<file path="src/rtl/core/wmu_pkg.sv">
// Shared constants, operation codes, a control type and a saturation helper
// for the skeleton world-matrix update block. Depends on nothing.
`default_nettype none
package wmu_pkg;

  localparam int MAX_NODES = 64;
  localparam int FRAC_BITS = 16;
  localparam int DATA_W    = 32;
  localparam int NODE_W    = $clog2(MAX_NODES);
  localparam int ELEM_W    = 4;
  localparam int ADDR_W    = NODE_W + ELEM_W;
  localparam int CNT_W     = 7;
  localparam int ACC_W     = DATA_W + 2;
  localparam int PROD_W    = 2 * DATA_W;

  localparam logic [CNT_W-1:0] COUNT_LIMIT = CNT_W'(MAX_NODES);

  localparam logic [2:0] OP_ROOT   = 3'd0;
  localparam logic [2:0] OP_LOCAL  = 3'd1;
  localparam logic [2:0] OP_LINK   = 3'd2;
  localparam logic [2:0] OP_UPDATE = 3'd3;
  localparam logic [2:0] OP_READ   = 3'd4;

  typedef struct packed {
    logic clear;
    logic mul_en;
    logic acc_en;
  } mac_ctrl_t;

  function automatic logic signed [DATA_W-1:0] sat_word(input logic signed [PROD_W-1:0] x);
    logic signed [PROD_W-1:0] hi;
    logic signed [PROD_W-1:0] lo;
    hi = PROD_W'(signed'({1'b0, {(DATA_W-1){1'b1}}}));
    lo = -hi - PROD_W'(1);
    if (x > hi) begin
      sat_word = hi[DATA_W-1:0];
    end else if (x < lo) begin
      sat_word = lo[DATA_W-1:0];
    end else begin
      sat_word = x[DATA_W-1:0];
    end
  endfunction

endpackage
`default_nettype wire

</file>
<file path="src/rtl/core/wmu_mac.sv">
// Shared multiply and saturating accumulate unit for one dot product.
// Depends on wmu_pkg.
`default_nettype none
module wmu_mac (
  input  wire logic                             clk,
  input  wire wmu_pkg::mac_ctrl_t               ctrl,
  input  wire logic signed [wmu_pkg::DATA_W-1:0] a,
  input  wire logic signed [wmu_pkg::DATA_W-1:0] b,
  output logic signed [wmu_pkg::DATA_W-1:0]     sum
);

  logic signed [wmu_pkg::PROD_W-1:0] prod;
  logic signed [wmu_pkg::ACC_W-1:0]  acc;
  logic signed [wmu_pkg::DATA_W-1:0] term;

  assign term = wmu_pkg::sat_word(prod >>> wmu_pkg::FRAC_BITS);
  assign sum  = wmu_pkg::sat_word(wmu_pkg::PROD_W'(acc));

  always_ff @(posedge clk) begin
    if (ctrl.mul_en) begin
      prod <= wmu_pkg::PROD_W'(a) * wmu_pkg::PROD_W'(b);
    end
    if (ctrl.clear) begin
      acc <= '0;
    end else if (ctrl.acc_en) begin
      acc <= acc + wmu_pkg::ACC_W'(term);
    end
  end

endmodule
`default_nettype wire

</file>
<file path="config.mk">
export PLATFORM = sky130hd
export DESIGN_NAME = wmu_mac
export DESIGN_NICKNAME = d
export VERILOG_FILES = /design/src/rtl/core/wmu_pkg.sv /design/src/rtl/core/wmu_mac.sv
export SDC_FILE = /design/constraint.sdc
export NUM_CORES = 2
export LEC_CHECK = 0
export ABC_AREA = 1
export BUFFER_PORTS_ARGS = -buffer_cell sky130_fd_sc_hd__clkbuf_2
export CAP_MARGIN = 15
export CORE_UTILIZATION = 63
export CTS_CLUSTER_SIZE = 10
export DETAILED_ROUTE_END_ITERATION = 12
export PLACE_DENSITY = 0.77
export SLEW_MARGIN = 20
export SYNTH_ARGS = -nofsm -noshare
export SYNTH_HDL_FRONTEND = slang
export SYNTH_SLANG_ARGS = --single-unit
export TNS_END_PERCENT = 5
</file>
<file path="constraint.sdc">
create_clock -name clk -period 9.9 [get_ports clk]
set_input_delay 1.98 -clock clk [delete_from_list [all_inputs] [get_ports clk]]
set_output_delay 1.98 -clock clk [all_outputs]
set_load 0.02 [all_outputs]
</file>
==> summary.md <==
| Metric | Value |
|---|---|
| Yosys top cell area share | `around half` |
| I/O Buffers | `99` |
| Core area | `about 68000 sq um` |
| R2R Setup Slk | `between 5000 and 6000 ps` |
| Post-route ant nets | `0` |
| Top FF cell, synth | `edfxtp_1` |
| Placer Congestion | `between 0.9 and 1` |
| Drt first pass iters | `6` |
| Final HPWL DP | `103000 um` |
| Layout cell share with drive strength beyond 1 | `between 4 and 5%` |
| Final net count | `roughly 6900` |
| Synth cell types | `36` |
| Unrepaired setup endpoints after global routing | `no` |
| Skew final | `between 9 and 10 ps` |
| Post-CTS Hold Buffers | `0` |
| EDFF count, synth | `48` |
| Adder-cell share of the synthesized area | `a little under three fifths` |
| Post-CTS Repair Setup Buffers | `0` |
| Largest cells by area after synthesis | `fa_1 50%, inv_1 15%, nand2_1 12%` |
| Worst slack, placed | `a little over 400 ps` |
| Layout Area Growth over Synthesis | `4.30%` |
| CP Data Required Time | `about 10000 ps` |
| Worst Path Arrival | `9300 ps` |
| DR vias/cell | `5.42` |
| Post-Synth Simple-Gate Area | `16.3%` |
| WL met3 | `10600 um` |
| Register area share after synthesis | `around 4.9%` |
| Endpoints failing setup | `0` |
| TNS Setup | `0 ps` |
| CTS clk-pin slew, worst paths | `~70 ps` |
| Initial antenna violation count | `1` |
| Die H | `264 um` |
| 1st-iter DRT viols | `between 2000 and 3000` |
| Inst Count DP | `6414` |
| M1 WL | `about 47000 um` |
| Number of remaining DRC errors | `0` |
| # resized after CTS | `0` |
| Cts bufs inserted | `9` |
| DR vias | `34900` |
| CTS tree | `built` |
| Syn_nets | `roughly 7000` |
| Total Routing Usage GR | `between 30% and 40%` |
| CP Class | `input port to register` |
| FF+latch count, synth | `between 80 and 90` |
| Avg Inst Size Synth | `7.77 sq um` |
| Final Hold Vio Count | `0` |
| Num rows | `95` |
| Period Utilization, post-route | `just over 90%` |
| Max-slew headroom | `between 20 and 30%` |
| Worst hold path type | `register to register` |
| Highest metal used | `met5` |
| Initial Util | `64.0%` |
| Crit-path max FO | `13` |
| Status | `finished, final reports clean` |
| XOR/XNOR Fraction of Synth Area | `less than 1%` |
| Worst setup margin | `713 ps` |
| Worst skew pair latency | `~350 ps` |
| Die ar. | `69800 sq um` |
| Final WL | `around 120000 um` |
| Die width | `around 260 um` |
| Async SR Flop Fraction | `0%` |
| Crit. End Element | `register` |
| Sink count of the clock tree | `slightly above 80` |
| Min Hold Slack | `around 500 ps` |
| # diodes | `0` |
| Vias in the first global route | `37700` |
| F_max | `about 110 MHz` |
| Largest family of logic cells by synthesized area | `adder cells` |
| Yosys warns | `0` |
| Clk root buf | `clkbuf_16` |
| Clk buf depth | `2` |
| Mapped Cells | `5571` |
| Pins Over Slew Limit | `0` |
| Global-route wire length before repair | `199000 um` |
| H-tree levels | `3` |
| Slew @ Worst Pin | `~1100 ps` |
| Critical Path Start Type | `input port` |
| Fillers | `between 5000 and 6000` |
| Post-synthesis compound-gate area fraction | `4.56%` |
| Biggest area consumer among synthesized cells | `fa_1` |
| Largest net degree at the start of global routing | `52` |
| Global route total overflow | `0` |
| Fin crit period | `about 9200 ps` |
| WL/cell | `between 15 and 20 um` |
| Commonest cells in the synthesized netlist | `1730 x inv_1, 1427 x nand2_1, 1082 x fa_1, 219 x clkbuf_1, 215 x nor2_1` |
| Non-Filler Instances | `around 6400` |
| Multiplexer share of the synthesized area | `0%` |
| Max cap viols | `0` |
| Top-count cell post-synth | `inv_1` |
| Ports | `100` |
| Metal2 WL | `between 50000 and 60000 um` |
| Post-synthesis instance area | `~43000 sq um` |
-- cell type report --
class                           instances  area (sq um)  area share [%]
Clock buffer                           10           229           0.507
Timing Repair Buffer                  189          1220            2.70
Tap cell                              873          1090            2.42
Inverter                             1756          6590            14.6
Sequential cell                        82          2120            4.70
Multi-Input combinational cell       3514         33800            74.8
Clock inverter                          6           115           0.255
-- cells in the final DEF (no fill, tap or decap), types with 16 or more instances in the layout --
master,instances
nor2_1,215
nand2_1,1427
buf_4,86
o21ai_0,127
edfxtp_1,48
inv_2,26
dfxtp_1,34
clkbuf_2,99
nand3_1,85
a21oi_1,188
inv_1,1730
o21bai_1,16
fa_1,1082
xor2_1,41
ha_1,213
-- path summary, 6_finish.rpt --
kind	startpoint	depth (start not counted)	to
worst min register to register	acc[0]	2	acc[0]
worst max-delay path	b[10]	23	prod[55]
worst min-delay path	acc[0]	2	acc[0]
worst max register to register	prod[63]	17	acc[26]
-- cells by family (layout without fill, tap and decap cells) --
kind of cell	Yosys count	in the layout
xor+xnor	48	48
simple gates	1797	1797
flops	82	82
compound gates	374	374
fa+ha+maj	1295	1295
buf+inv	1975	1961
-- routing by layer --
metal	track usage [%]	vias up
met3	5.15	384
met4	14.8	2
met5	0	-
met1	48.1	17200
met2	62.6	1689
li1	-	15600
-- metrics by stage --
stage                     util, %  cell area [sq um]
after CTS                    66.8              45200
final                        66.8              45200
after detailed placement     66.3              44800
after global routing         66.8              45200
after global placement       66.3              44800
after floorplan                 -              43300
-- worst max-delay path, stage by stage --
cell	delay [ps]
clkbuf_2	470
buf_4	290
nand2_1	80
fa_1	500
inv_1	50
fa_1	540
inv_1	60
fa_1	510
fa_1	550
inv_1	70
fa_1	580
fa_1	440
fa_1	570
fa_1	450
ha_1	390
a21oi_1	270
o21ai_0	190
a21oi_1	440
o21ai_0	290
a21oi_1	330
nand2_1	90
nand2_1	60
nand2_1	50
-- state kept, by name, summed over array words and instances (netlist names) --
signal,cells
acc,34
prod,48
Power is left out: the tool's default activity adds up to more than one toggle a clock period on the data nets, which glitch-free logic cannot reach.
